==> src/hw/rtl/weighted_quorum_table_defines.svh <==
// Assertion macros shared by the weighted quorum table RTL.
`ifndef WEIGHTED_QUORUM_TABLE_DEFINES_SVH
`define WEIGHTED_QUORUM_TABLE_DEFINES_SVH

`ifndef SYNTH
// Same-cycle implication, sampled on i_clk, off during reset
`define WQT_ASSERT_IMP(lbl, ante, cons) \
    lbl: assert property (@(posedge i_clk) disable iff (!i_rst_n) (ante) |-> (cons)) \
        else $error("wqt assertion failed");
// Next-cycle implication, sampled on i_clk, off during reset
`define WQT_ASSERT_NEXT(lbl, ante, cons) \
    lbl: assert property (@(posedge i_clk) disable iff (!i_rst_n) (ante) |=> (cons)) \
        else $error("wqt assertion failed");
`else
`define WQT_ASSERT_IMP(lbl, ante, cons)
`define WQT_ASSERT_NEXT(lbl, ante, cons)
`endif

`endif

==> src/hw/rtl/wqt_pkg.sv <==
// Types and constants of the weighted quorum table.
package wqt_pkg;

    localparam int TABLE_SLOTS  = 16;
    localparam int ID_BITS      = 16;
    localparam int CMD_BITS     = 2;
    localparam int NODE_ID_BITS = 16;
    localparam int STATUS_BITS  = 2;
    localparam int WEIGHT_BITS  = 8;

    // Significant id bits held in the table
    localparam int KEY_BITS  = (ID_BITS < NODE_ID_BITS) ? ID_BITS : NODE_ID_BITS;
    localparam int SLOT_BITS = (TABLE_SLOTS > 1) ? $clog2(TABLE_SLOTS) : 1;
    localparam int MEM_BITS  = KEY_BITS + WEIGHT_BITS;

    localparam logic [SLOT_BITS-1:0]   LAST_SLOT  = SLOT_BITS'(TABLE_SLOTS - 1);
    localparam logic [WEIGHT_BITS-1:0] WEIGHT_MAX = WEIGHT_BITS'(255);
    localparam logic [WEIGHT_BITS-1:0] WEIGHT_ONE = WEIGHT_BITS'(1);

    typedef enum logic [CMD_BITS-1:0] {
        CMD_INC  = 2'd0,
        CMD_DEC  = 2'd1,
        CMD_ACC  = 2'd2,
        CMD_EVAL = 2'd3
    } t_cmd;

    typedef enum logic [STATUS_BITS-1:0] {
        STAT_DONE   = 2'd0,
        STAT_LIMIT  = 2'd1,
        STAT_ABSENT = 2'd2,
        STAT_FULL   = 2'd3
    } t_status;

    typedef enum logic [1:0] {
        S_IDLE,
        S_SCAN,
        S_APPLY
    } t_state;

endpackage

==> src/hw/rtl/wqt_req_if.sv <==
// Request channel: command and node id with valid/ready handshake.
interface wqt_req_if;
    logic                              valid;
    logic                              ready;
    logic [wqt_pkg::CMD_BITS-1:0]      cmd;
    logic [wqt_pkg::NODE_ID_BITS-1:0]  node_id;

    modport source (output valid, output cmd, output node_id, input ready);
    modport sink   (input valid, input cmd, input node_id, output ready);
endinterface

==> src/hw/rtl/wqt_rsp_if.sv <==
// Response channel: status, quorum flag and weights with valid/ready handshake.
interface wqt_rsp_if;
    logic                             valid;
    logic                             ready;
    logic [wqt_pkg::STATUS_BITS-1:0]  status;
    logic                             quorate;
    logic [wqt_pkg::WEIGHT_BITS-1:0]  sum_weight;
    logic [wqt_pkg::WEIGHT_BITS-1:0]  node_weight;
    logic [wqt_pkg::WEIGHT_BITS-1:0]  vote_weight;

    modport source (output valid, output status, output quorate, output sum_weight,
                    output node_weight, output vote_weight, input ready);
    modport sink   (input valid, input status, input quorate, input sum_weight,
                    input node_weight, input vote_weight, output ready);
endinterface

==> src/hw/rtl/weighted_quorum_table.sv <==
// Weighted quorum table: voter ids and weights in a table memory, walked per command.
//
// Increment, decrement and acceptor commands each walk the voter table once through its
// one synchronous read port, one slot per cycle, then apply the update with at most one write
// and register the result. Evaluate needs no walk. A finished result sits in an output
// register, so the next request transfers while the previous result still waits; the
// update of that next request holds until the waiting result is taken. Ids and weights
// live in memory; the valid and acceptor mark bits are flip-flops cleared by reset, so
// no clearing pass is needed.
`include "weighted_quorum_table_defines.svh"

module weighted_quorum_table (
    input  logic       i_clk,
    input  logic       i_rst_n,
    wqt_req_if.sink    i_req,
    wqt_rsp_if.source  o_rsp
);

    // Control state
    wqt_pkg::t_state                   r_state, n_state;
    logic [wqt_pkg::TABLE_SLOTS-1:0]   r_valid, n_valid;
    logic [wqt_pkg::TABLE_SLOTS-1:0]   r_marked, n_marked;
    logic [wqt_pkg::WEIGHT_BITS-1:0]   r_wsum, n_wsum;
    logic [wqt_pkg::WEIGHT_BITS-1:0]   r_vsum, n_vsum;
    logic                              r_out_valid;
    logic                              r_chk;
    logic                              r_hit;

    // Held request and walk state
    wqt_pkg::t_cmd                     r_cmd;
    logic [wqt_pkg::KEY_BITS-1:0]      r_id;
    logic [wqt_pkg::SLOT_BITS-1:0]     r_rd_idx;
    logic [wqt_pkg::SLOT_BITS-1:0]     r_chk_idx;
    logic [wqt_pkg::SLOT_BITS-1:0]     r_hit_idx;
    logic [wqt_pkg::WEIGHT_BITS-1:0]   r_hit_w;

    // Table memory: {node id, weight}
    logic [wqt_pkg::MEM_BITS-1:0]      r_mem [wqt_pkg::TABLE_SLOTS];
    logic [wqt_pkg::MEM_BITS-1:0]      r_rd_data;
    logic                              mem_we;
    logic [wqt_pkg::SLOT_BITS-1:0]     mem_wr_idx;
    logic [wqt_pkg::WEIGHT_BITS-1:0]   mem_wr_w;

    // Result register
    wqt_pkg::t_status                  r_status, res_status;
    logic                              r_quor, res_quor;
    logic [wqt_pkg::WEIGHT_BITS-1:0]   r_total;
    logic [wqt_pkg::WEIGHT_BITS-1:0]   r_nw, res_nw;
    logic [wqt_pkg::WEIGHT_BITS-1:0]   r_acc, res_acc;

    logic                              req_fire;
    logic                              out_free;
    logic                              load;
    logic                              rd_match;
    logic                              free_found;
    logic [wqt_pkg::SLOT_BITS-1:0]     free_idx;
    logic [wqt_pkg::WEIGHT_BITS-1:0]   w_inc;
    logic [wqt_pkg::WEIGHT_BITS-1:0]   w_dec;

    assign i_req.ready = (r_state == wqt_pkg::S_IDLE);
    assign req_fire    = i_req.valid && i_req.ready;
    assign out_free    = !r_out_valid || o_rsp.ready;

    assign o_rsp.valid       = r_out_valid;
    assign o_rsp.status      = r_status;
    assign o_rsp.quorate     = r_quor;
    assign o_rsp.sum_weight  = r_total;
    assign o_rsp.node_weight = r_nw;
    assign o_rsp.vote_weight = r_acc;

    // Compare the slot read last cycle against the held id
    assign rd_match = r_chk && r_valid[r_chk_idx] &&
                      (r_rd_data[wqt_pkg::MEM_BITS-1:wqt_pkg::WEIGHT_BITS] == r_id);

    assign w_inc = r_hit_w + wqt_pkg::WEIGHT_ONE;
    assign w_dec = r_hit_w - wqt_pkg::WEIGHT_ONE;

    // Find the lowest free slot
    always_comb begin
        free_found = 1'b0;
        free_idx   = '0;
        for (int k = wqt_pkg::TABLE_SLOTS - 1; k >= 0; k--) begin
            if (!r_valid[k]) begin
                free_found = 1'b1;
                free_idx   = wqt_pkg::SLOT_BITS'(k);
            end
        end
    end

    // Next state, table update and result
    always_comb begin
        n_state    = r_state;
        n_valid    = r_valid;
        n_marked   = r_marked;
        n_wsum     = r_wsum;
        n_vsum     = r_vsum;
        mem_we     = 1'b0;
        mem_wr_idx = r_hit_idx;
        mem_wr_w   = r_hit_w;
        res_status = wqt_pkg::STAT_DONE;
        res_quor   = 1'b0;
        res_nw     = '0;
        load       = 1'b0;

        unique case (r_state)
            wqt_pkg::S_IDLE: begin
                if (req_fire) begin
                    n_state = (wqt_pkg::t_cmd'(i_req.cmd) == wqt_pkg::CMD_EVAL) ?
                              wqt_pkg::S_APPLY : wqt_pkg::S_SCAN;
                end
            end
            wqt_pkg::S_SCAN: begin
                if (r_chk && (r_chk_idx == wqt_pkg::LAST_SLOT)) begin
                    n_state = wqt_pkg::S_APPLY;
                end
            end
            wqt_pkg::S_APPLY: begin
                if (out_free) begin
                    load    = 1'b1;
                    n_state = wqt_pkg::S_IDLE;
                    unique case (r_cmd)
                        wqt_pkg::CMD_INC: begin
                            if (r_wsum == wqt_pkg::WEIGHT_MAX) begin
                                res_status = wqt_pkg::STAT_LIMIT;
                                res_nw     = r_hit ? r_hit_w : '0;
                            end else if (r_hit) begin
                                mem_we   = 1'b1;
                                mem_wr_w = w_inc;
                                n_wsum   = r_wsum + wqt_pkg::WEIGHT_ONE;
                                if (r_marked[r_hit_idx]) begin
                                    n_vsum = r_vsum + wqt_pkg::WEIGHT_ONE;
                                end
                                res_nw = w_inc;
                            end else if (free_found) begin
                                mem_we             = 1'b1;
                                mem_wr_idx         = free_idx;
                                mem_wr_w           = wqt_pkg::WEIGHT_ONE;
                                n_valid[free_idx]  = 1'b1;
                                n_marked[free_idx] = 1'b0;
                                n_wsum             = r_wsum + wqt_pkg::WEIGHT_ONE;
                                res_nw             = wqt_pkg::WEIGHT_ONE;
                            end else begin
                                res_status = wqt_pkg::STAT_FULL;
                            end
                        end
                        wqt_pkg::CMD_DEC: begin
                            if (r_wsum <= wqt_pkg::WEIGHT_ONE) begin
                                res_status = wqt_pkg::STAT_LIMIT;
                                res_nw     = r_hit ? r_hit_w : '0;
                            end else if (!r_hit) begin
                                res_status = wqt_pkg::STAT_ABSENT;
                            end else begin
                                if (r_marked[r_hit_idx]) begin
                                    n_vsum = r_vsum - wqt_pkg::WEIGHT_ONE;
                                end
                                n_wsum = r_wsum - wqt_pkg::WEIGHT_ONE;
                                if (r_hit_w <= wqt_pkg::WEIGHT_ONE) begin
                                    // Free the slot at its last unit of weight
                                    n_valid[r_hit_idx]  = 1'b0;
                                    n_marked[r_hit_idx] = 1'b0;
                                end else begin
                                    mem_we   = 1'b1;
                                    mem_wr_w = w_dec;
                                    res_nw   = w_dec;
                                end
                            end
                        end
                        wqt_pkg::CMD_ACC: begin
                            if (!r_hit) begin
                                res_status = wqt_pkg::STAT_ABSENT;
                            end else begin
                                if (!r_marked[r_hit_idx]) begin
                                    n_marked[r_hit_idx] = 1'b1;
                                    n_vsum              = r_vsum + r_hit_w;
                                end
                                res_nw = r_hit_w;
                            end
                        end
                        wqt_pkg::CMD_EVAL: begin
                            res_quor = (r_wsum != '0) &&
                                       ({1'b0, r_wsum} < {r_vsum, 1'b0});
                            n_marked = '0;
                            n_vsum   = '0;
                        end
                        default: begin
                        end
                    endcase
                end
            end
            default: begin
                n_state = wqt_pkg::S_IDLE;
            end
        endcase

        res_acc = (r_cmd == wqt_pkg::CMD_EVAL) ? r_vsum : n_vsum;
    end

    // Hold control state
    always_ff @(posedge i_clk) begin
        if (!i_rst_n) begin
            r_state     <= wqt_pkg::S_IDLE;
            r_valid     <= '0;
            r_marked    <= '0;
            r_wsum      <= '0;
            r_vsum      <= '0;
            r_out_valid <= 1'b0;
            r_chk       <= 1'b0;
            r_hit       <= 1'b0;
        end else begin
            r_state  <= n_state;
            r_valid  <= n_valid;
            r_marked <= n_marked;
            r_wsum   <= n_wsum;
            r_vsum   <= n_vsum;
            if (load) begin
                r_out_valid <= 1'b1;
            end else if (o_rsp.ready) begin
                r_out_valid <= 1'b0;
            end
            if (req_fire) begin
                r_chk <= 1'b0;
                r_hit <= 1'b0;
            end else if (r_state == wqt_pkg::S_SCAN) begin
                r_chk <= 1'b1;
                if (rd_match) begin
                    r_hit <= 1'b1;
                end
            end
        end
    end

    // Capture the request, advance the walk, record the hit
    always_ff @(posedge i_clk) begin
        if (req_fire) begin
            r_cmd    <= wqt_pkg::t_cmd'(i_req.cmd);
            r_id     <= i_req.node_id[wqt_pkg::KEY_BITS-1:0];
            r_rd_idx <= '0;
        end else if ((r_state == wqt_pkg::S_SCAN) && (r_rd_idx != wqt_pkg::LAST_SLOT)) begin
            r_rd_idx <= r_rd_idx + 1'b1;
        end
        r_chk_idx <= r_rd_idx;
        if (rd_match) begin
            r_hit_idx <= r_chk_idx;
            r_hit_w   <= r_rd_data[wqt_pkg::WEIGHT_BITS-1:0];
        end
        if (load) begin
            r_status <= res_status;
            r_quor   <= res_quor;
            r_total  <= n_wsum;
            r_nw     <= res_nw;
            r_acc    <= res_acc;
        end
    end

    // Table memory, one write and one registered read per cycle
    always_ff @(posedge i_clk) begin
        if (mem_we) begin
            r_mem[mem_wr_idx] <= {r_id, mem_wr_w};
        end
        r_rd_data <= r_mem[r_rd_idx];
    end

    // A marked acceptor is always a table member
    `WQT_ASSERT_IMP(a_mark_member, 1'b1, (r_marked & ~r_valid) == '0)
    // Any member carries weight, so the total cannot be zero
    `WQT_ASSERT_IMP(a_total_nonzero, (r_valid != '0), (r_wsum != '0))
    // Marked weight is part of the total
    `WQT_ASSERT_IMP(a_vote_le_total, 1'b1, (r_vsum <= r_wsum))
    // A request transfer starts work on it
    `WQT_ASSERT_NEXT(a_busy_after_xfer, req_fire, (r_state != wqt_pkg::S_IDLE))

endmodule

==> src/flat_wrapper.sv <==
// flat-port wrapper written by rule: the top's interface ports become plain ports
module weighted_quorum_table_flat 
  (i_clk, i_rst_n, i_req_valid, i_req_cmd, i_req_node_id, i_req_ready, o_rsp_valid, o_rsp_status, o_rsp_quorate, o_rsp_sum_weight, o_rsp_node_weight, o_rsp_vote_weight, o_rsp_ready);
  wqt_req_if i_req_i ();
  wqt_rsp_if o_rsp_i ();
  input  logic i_clk;
  input  logic i_rst_n;
  input wire logic [$bits(i_req_i.valid)-1:0] i_req_valid;
  input wire logic [$bits(i_req_i.cmd)-1:0] i_req_cmd;
  input wire logic [$bits(i_req_i.node_id)-1:0] i_req_node_id;
  output wire logic [$bits(i_req_i.ready)-1:0] i_req_ready;
  output wire logic [$bits(o_rsp_i.valid)-1:0] o_rsp_valid;
  output wire logic [$bits(o_rsp_i.status)-1:0] o_rsp_status;
  output wire logic [$bits(o_rsp_i.quorate)-1:0] o_rsp_quorate;
  output wire logic [$bits(o_rsp_i.sum_weight)-1:0] o_rsp_sum_weight;
  output wire logic [$bits(o_rsp_i.node_weight)-1:0] o_rsp_node_weight;
  output wire logic [$bits(o_rsp_i.vote_weight)-1:0] o_rsp_vote_weight;
  input wire logic [$bits(o_rsp_i.ready)-1:0] o_rsp_ready;
  assign i_req_i.valid = i_req_valid;
  assign i_req_i.cmd = i_req_cmd;
  assign i_req_i.node_id = i_req_node_id;
  assign i_req_ready = i_req_i.ready;
  assign o_rsp_valid = o_rsp_i.valid;
  assign o_rsp_status = o_rsp_i.status;
  assign o_rsp_quorate = o_rsp_i.quorate;
  assign o_rsp_sum_weight = o_rsp_i.sum_weight;
  assign o_rsp_node_weight = o_rsp_i.node_weight;
  assign o_rsp_vote_weight = o_rsp_i.vote_weight;
  assign o_rsp_i.ready = o_rsp_ready;
  weighted_quorum_table u_core (.i_clk(i_clk), .i_rst_n(i_rst_n), .i_req(i_req_i), .o_rsp(o_rsp_i));
endmodule
==> config.mk <==
export PLATFORM = sky130hd
export DESIGN_NAME = weighted_quorum_table_flat
export DESIGN_NICKNAME = d
export VERILOG_FILES = /design/src/hw/rtl/wqt_pkg.sv /design/src/hw/rtl/wqt_req_if.sv /design/src/hw/rtl/wqt_rsp_if.sv /design/src/hw/rtl/weighted_quorum_table.sv /design/src/flat_wrapper.sv
export VERILOG_INCLUDE_DIRS = /design/src /design/src/hw/rtl
export SDC_FILE = /design/constraint.sdc
export NUM_CORES = 1
export LEC_CHECK = 0
export BUFFER_PORTS_ARGS = -buffer_cell sky130_fd_sc_hd__buf_4
export CAP_MARGIN = 0
export CORE_MARGIN = 1
export CORE_UTILIZATION = 50
export DETAILED_ROUTE_END_ITERATION = 16
export PLACE_DENSITY = 0.71
export REMOVE_ABC_BUFFERS = 1
export SLEW_MARGIN = 10
export SYNTH_ARGS = -nofsm -noshare
export SYNTH_HDL_FRONTEND = slang
export SYNTH_SLANG_ARGS = --single-unit
export TNS_END_PERCENT = 5
==> constraint.sdc <==
create_clock -name i_clk -period 4.95 [get_ports i_clk]
set_clock_uncertainty 0.2 [all_clocks]
set_input_delay 0.99 -clock i_clk [delete_from_list [all_inputs] [get_ports i_clk]]
set_output_delay 0.99 -clock i_clk [all_outputs]
set_load 0.03 [all_outputs]
==> results of run 1 <==
[metal layers]
metal | part of all wire (%) | vias to the layer above | wire [um] | global-route usage, %
li1 | - | 5850 | - | -
met5 | 0 | - | 0 | 0
met1 | 42 | 6773 | 22200 | 33.1
met4 | 3.2 | 0 | 1700 | 8.13
met2 | 48 | 570 | 25300 | 38.4
met3 | 6.3 | 127 | 3320 | 3.49
[worst register-to-register path: cells and delay by family (launching register included)]
kind / cells / cell delay [ns]
DFF: 1 / 0.62
and+or+nand+nor: 4 / 2.03
AOI/OAI and AO/OA: 2 / 0.87
[cell type report]
| cell class | count | share of cell area (%) |
|---|---|---|
| Timing Repair Buffer | 94 | 2.88 |
| Clock inverter | 25 | 1.00 |
| Multi-Input combinational cell | 799 | 28.2 |
| Inverter | 30 | 0.444 |
| Tap cell | 592 | 2.92 |
| Clock buffer | 68 | 5.49 |
| Sequential cell | 526 | 59.0 |
[logic make-up after synthesis]
| kind of cell | after synthesis | synth area share [%] |
|---|---|---|
| simple gates | 324 | 7.16 |
| mux | 134 | 13.2 |
| xor+xnor | 42 | 1.64 |
| compound gates | 274 | 7.93 |
| flops | 526 | 66.7 |
| fa+ha+maj | 25 | 1.43 |
| buf+inv | 112 | 1.91 |
[cells in the mapped netlist, drive strengths merged (4+ instances only)]
master and count:
a211oi 11, a21o 10, a21oi 71, a221o 8, a22o 6, a2bb2oi 4, a31oi 20, and2 13
and3 6, and4 6, buf 18, clkbuf 64, dfxtp 85, edfxtp 441, ha 24, inv 28
mux2i 4, mux4 129, nand2 80, nand2b 19, nand3 32, nand4 16, nor2 91, nor2b 10
nor3 22, nor4 8, o2111ai 7, o211ai 11, o21ai 69, o221ai 5, o22ai 5, o311ai 4
o31ai 5, o32ai 4, or3 6, xnor2 16, xor2 26
[power breakdown]
group,total [mW],internal [mW],leakage (nW),switching [mW]
Combinational,0.896,0.473,2.50,0.423
Sequential,5.06,4.89,4.69,0.167
Clock,3.83,2.18,0.799,1.64
[worst paths after layout]
path / startpoint / cells after the start / to / slack, ns
min reg2reg: u_core.r_rd_data[1] / 0 / u_core.r_hit_w[1] / 0.20
max: u_core.r_cmd[1] / 6 / u_core.r_mem[1][20] / 0.85
max reg2reg: u_core.r_cmd[1] / 6 / u_core.r_mem[1][20] / 0.85
min: u_core.r_rd_data[1] / 0 / u_core.r_hit_w[1] / 0.20
[registers in the layout (all words and copies together) (netlist names), 4 cells and up]
signal	cells
u_core.o_rsp.sum_weight	8
u_core.r_hit_idx	4
u_core.r_rd_idx	4
u_core.r_id	16
u_core.o_rsp.vote_weight	8
u_core.r_vsum	8
u_core.r_mem	384
u_core.r_marked	16
u_core.r_wsum	8
u_core.r_valid	16
u_core.r_rd_data	24
u_core.r_hit_w	8
u_core.o_rsp.node_weight	8
u_core.r_chk_idx	4
[per-stage QoR]
stage	instance area (sq um)	hold WS (ns)	setup WS [ns]	utilization, %
2_1_floorplan	22100	0.186	-0.580	-
3_3_place_gp	23700	0.190	1.01	53.6
3_5_place_dp	23700	0.193	0.901	53.6
4_1_cts	25300	0.208	0.902	57.3
5_1_grt	25300	0.212	0.591	57.3
6_report	25300	0.201	0.847	57.3
==> reports/results.tsv, run 1 <==
metric	value	unit
tns	0	ns
num_vias	13300	
synthArstFlopShare	0	%
endpoint_kind	flop	
placementRows	77	
required	4.97	ns
cts_tree	yes	
place_congestion	0.902	
wl	52.6	mm
power_density	386	mW/mm^2
place_inst	2041	
finalNetCount	1549	
cp_slowest_cell	nor2_4	
fill_cells	3345	
grt_pass1_wl	80.4	mm
multi_input_area	0.00715	sq mm
core	0.0442	sq mm
wl_per_cell	24.6	um
ys_warn_count	0	
die-area	0.0456	sq mm
finalSetupViolCount	0	
grt_pass1_vias	13200	
seq_area_frac_synth	66.7	%
initial_core_util	50.6	%
clk_path_buf_depth	3	
viasPerCell	6.24	
slew_headroom	21.2	%
crit_chain	or2_2 > a21oi_2 > nand4_1 > a21oi_1 > nand3b_1 > nor2_4	
clk_latency	0.61	ns
die_w	214	um
cts_max_level	2	
crit_arrival	4.12	ns
crit_type	reg2reg	
regArea	0.0150	sq mm
overflow	0	
clock-sinks	526	
cts.hold.buffers_added	0	
syn_area_per_cell	15.6	sq um
start_kind	flop	
cts_root_buffer	clkbuf_16	
cts_resized	0	
hold_viol_final	0	
power.total	9.78	mW
ys.flop_type	edfxtp_1	
syn_area	0.0224	sq mm
post_cts_buffers	0	
synth.distinct_cells	78	
grt_antenna_before_repair	0	
max_stage_delay	0.76	ns
slew_viol_final	0	
drc	0	
mostFrequentLayoutCells	441 x edfxtp_1, 129 x mux4_2, 92 x buf_4, 82 x dfxtp_1, 80 x nand2_1	
ir_drop	378	uV
grt_max_degree	49	
postRouteAntennaNets	0	
numPortBuffers	50	
cp_max_fo	24	
drtIter0Drc	1694	
syn2layout_area_growth	13.1	%
numCtsBuffers	51	
synthCells	1437	
dr.pass1.iters	6	
timing.final.crit_share	82.9	%
rsz0062_at_grt	false	
clk_pin_slew	0.06	ns
diodes	0	
die_h	214	um
final_common_cell	edfxtp_1	
worstMarginPinSlew	1.18	ns
critPathTopFamily	simple AND/OR/NAND/NOR gates	
dpl.hpwl	33.6	mm
ios	51	
grt_usage	23.7	%
yosysTopAreaCell	edfxtp_1	
worst-path-buf-inv	0	
final_cells	2134	
synth_edf_count	441	
synth_top_area_share	59.1	%
hold_path.class	reg2reg	
leakage	7.99	nW
status	complete, no violations	
maxCapViolCount	0	
synth-seq-cells	526	
synth_area_leaders	edfxtp_1 59%, mux4_2 13%, dfxtp_1 7.6%	
fmax	244	MHz
layout-drive-gt1-share	21.3	%
fin_crit	4.10	ns
Power figures use the tool's default switching activity.
==> run 2, diff against run 1 <==
==> constraint.sdc (replaced) <==
create_clock -name i_clk -period 4.1 [get_ports i_clk]
set_clock_uncertainty 0.2 [all_clocks]
set_input_delay 0.82 -clock i_clk [delete_from_list [all_inputs] [get_ports i_clk]]
set_output_delay 0.82 -clock i_clk [all_outputs]
set_load 0.03 [all_outputs]
==> reports/results.tsv, run 2 (synthesized netlist as in run 1, its figures left out) <==
metric	value	unit	change
status	complete, but fails checks		
violations	DRC		
grt_pass1_wl	82.7	mm	+3.0%
regMostFlops	u_core.r_mem		
power_density	467	mW/mm^2	+21%
slew_viol_final	0		unchanged
initial_core_util	50.6	%	unchanged
postRouteAntennaNets	0		unchanged
start_kind	flop		
syn2layout_area_growth	15.3	%	
clk_pin_slew	0.06	ns	about the same
clock-sinks	526		unchanged
r2r_setup_slack	0.36	ns	-0.49 ns
crit_arrival	3.77	ns	-0.35 ns
tns	0	ns	unchanged
core	0.0442	sq mm	unchanged
maxCapViolCount	0		unchanged
layout-drive-gt1-share	23.7	%	+2.4 points
die-area	0.0456	sq mm	unchanged
wl_per_cell	24.8	um	+0.52%
ios	51		unchanged
numPortBuffers	50		unchanged
drc	2		+2
highest_layer	met4		
cp_max_fo	16		-33%
grt_usage	24.5	%	+0.73 points
final_cells	2170		+1.7%
grt_max_degree	48		-2.0%
diodes	0		unchanged
grt_antenna_before_repair	0		unchanged
finalSetupViolCount	0		unchanged
cts_max_level	2		unchanged
utilization	58.4	%	+1.1 points
mostFrequentLayoutCells	441 x edfxtp_1, 129 x mux4_2, 116 x buf_4, 82 x dfxtp_1, 80 x nand2_1		
finalNetCount	1582		+2.1%
wl_met2	26.5	mm	+4.6%
crit_path_start	u_core.r_wsum[2]		
crit_end	u_core.r_mem[14][2]		
place_congestion	0.939		+4.2%
dpl.hpwl	33.6	mm	about the same
timing.final.crit_share	91.2	%	+8.3 points
die_w	214	um	unchanged
reg.largest.list	u_core.r_mem (384), u_core.r_rd_data (24)		
cts.hold.buffers_added	0		unchanged
grt_pass1_vias	14000		+6.0%
dr.pass1.iters	11		+5
hold_path.class	in2reg		
viasPerCell	6.27		+0.45%
rr_worst_depth	6		unchanged
leakage	8.24	nW	+3.2%
fill_cells	3274		-2.1%
place_inst	2074		+1.6%
clk_path_buf_depth	3		unchanged
worstReg2RegStart	u_core.r_wsum[2]		
wl_met1	21.9	mm	-1.8%
cts_tree	yes		
slew_headroom	20.5	%	-0.68 points
drtIter0Drc	1568		-7.4%
regArea	0.0150	sq mm	unchanged
num_vias	13600		+2.1%
crit_type	reg2reg		
placementRows	77		unchanged
worstMarginPinSlew	1.19	ns	+0.0127 ns
clk_latency	0.61	ns	about the same
hold_viol_final	0		unchanged
reg2reg_to	u_core.r_mem[14][2]		
largest_reg_flops	384		unchanged
fmax	267	MHz	+9.7%
final_common_cell	edfxtp_1		
required	4.13	ns	-0.84 ns
multi_input_area	0.00715	sq mm	unchanged
post_cts_buffers	0		unchanged
numCtsBuffers	51		unchanged
ir_drop	406	uV	+7.3%
rsz0062_at_grt	false		
dr_wl_met3	3.71	mm	+12%
cts_root_buffer	clkbuf_16		
cts_resized	0		unchanged
overflow	0		unchanged
wl	53.7	mm	+2.2%
fin_crit	3.74	ns	-0.364 ns
endpoint_kind	flop		
die_h	214	um	unchanged
[run 2: changes by cell type in the layout (fill, tap and decap cells not counted), sizes merged]
cell	previous run	this run
clkbuf	68	67
clkinv	23	22
bufinv	4	7
buf	94	127
clkinvlp	0	1
inv	28	29
[run 2: how the worst min path moves through the flow]
stage	from	endpoint	slack, ns	cells after the start
after floorplan	u_core.r_rd_data[0]	u_core.r_hit_w[0]	0.19	0
after global placement	u_core.r_rd_data[0]	u_core.r_hit_w[0]	0.19	0
after detailed placement	u_core.r_rd_data[3]	u_core.r_hit_w[3]	0.19	0
after CTS	i_req_node_id[7]	u_core.r_id[7]	0.15	1
after global routing	i_req_node_id[10]	u_core.r_id[10]	0.16	1
final	i_req_node_id[3]	u_core.r_id[3]	0.18	1
[run 2: power breakdown]
part	leakage (nW)	internal [mW]	total [mW]	switching (mW)
Combinational	2.69	0.590	1.08	0.493
Clock	0.862	2.83	4.88	2.04
Sequential	4.69	5.91	6.11	0.201
[run 2: routing by layer]
| layer | up-vias | track usage (%) |
|---|---|---|
| met2 | 619 | 41.0 |
| met1 | 6947 | 32.5 |
| met3 | 126 | 3.66 |
| li1 | 5914 | - |
| met4 | 0 | 9.38 |
| met5 | - | 0 |
[run 2: critical path: stages, from the launching register on]
cell,delay (ns)
dfxtp_1,0.42
nor4_1,0.73
a31oi_1,0.24
o21ai_0,0.49
a21oi_1,0.17
o32a_1,0.20
o2bb2ai_1,0.92
[run 2: layout make-up]
type                       instances  area share [%]
tap                              592            2.87
sequential                       526            57.9
multi-input combinational        799            27.7
inverter                          30           0.436
timing repair buffer             127            4.23
clock buffer                      67            5.33
clock inverter                    29            1.50
[run 2: per-stage QoR]
| stage | worst slack (ns) | hold WS (ns) | cell area, sq um | power, mW |
|---|---|---|---|---|
| after floorplan | -1.43 | 0.186 | 22100 | 7.02 |
| after global placement | 0.602 | 0.187 | 24100 | 7.29 |
| after detailed placement | 0.318 | 0.189 | 24100 | 7.31 |
| after CTS | 0.386 | 0.152 | 25800 | 12.2 |
| after global routing | 0.120 | 0.157 | 25800 | 12.4 |
| final | 0.361 | 0.180 | 25800 | 12.1 |
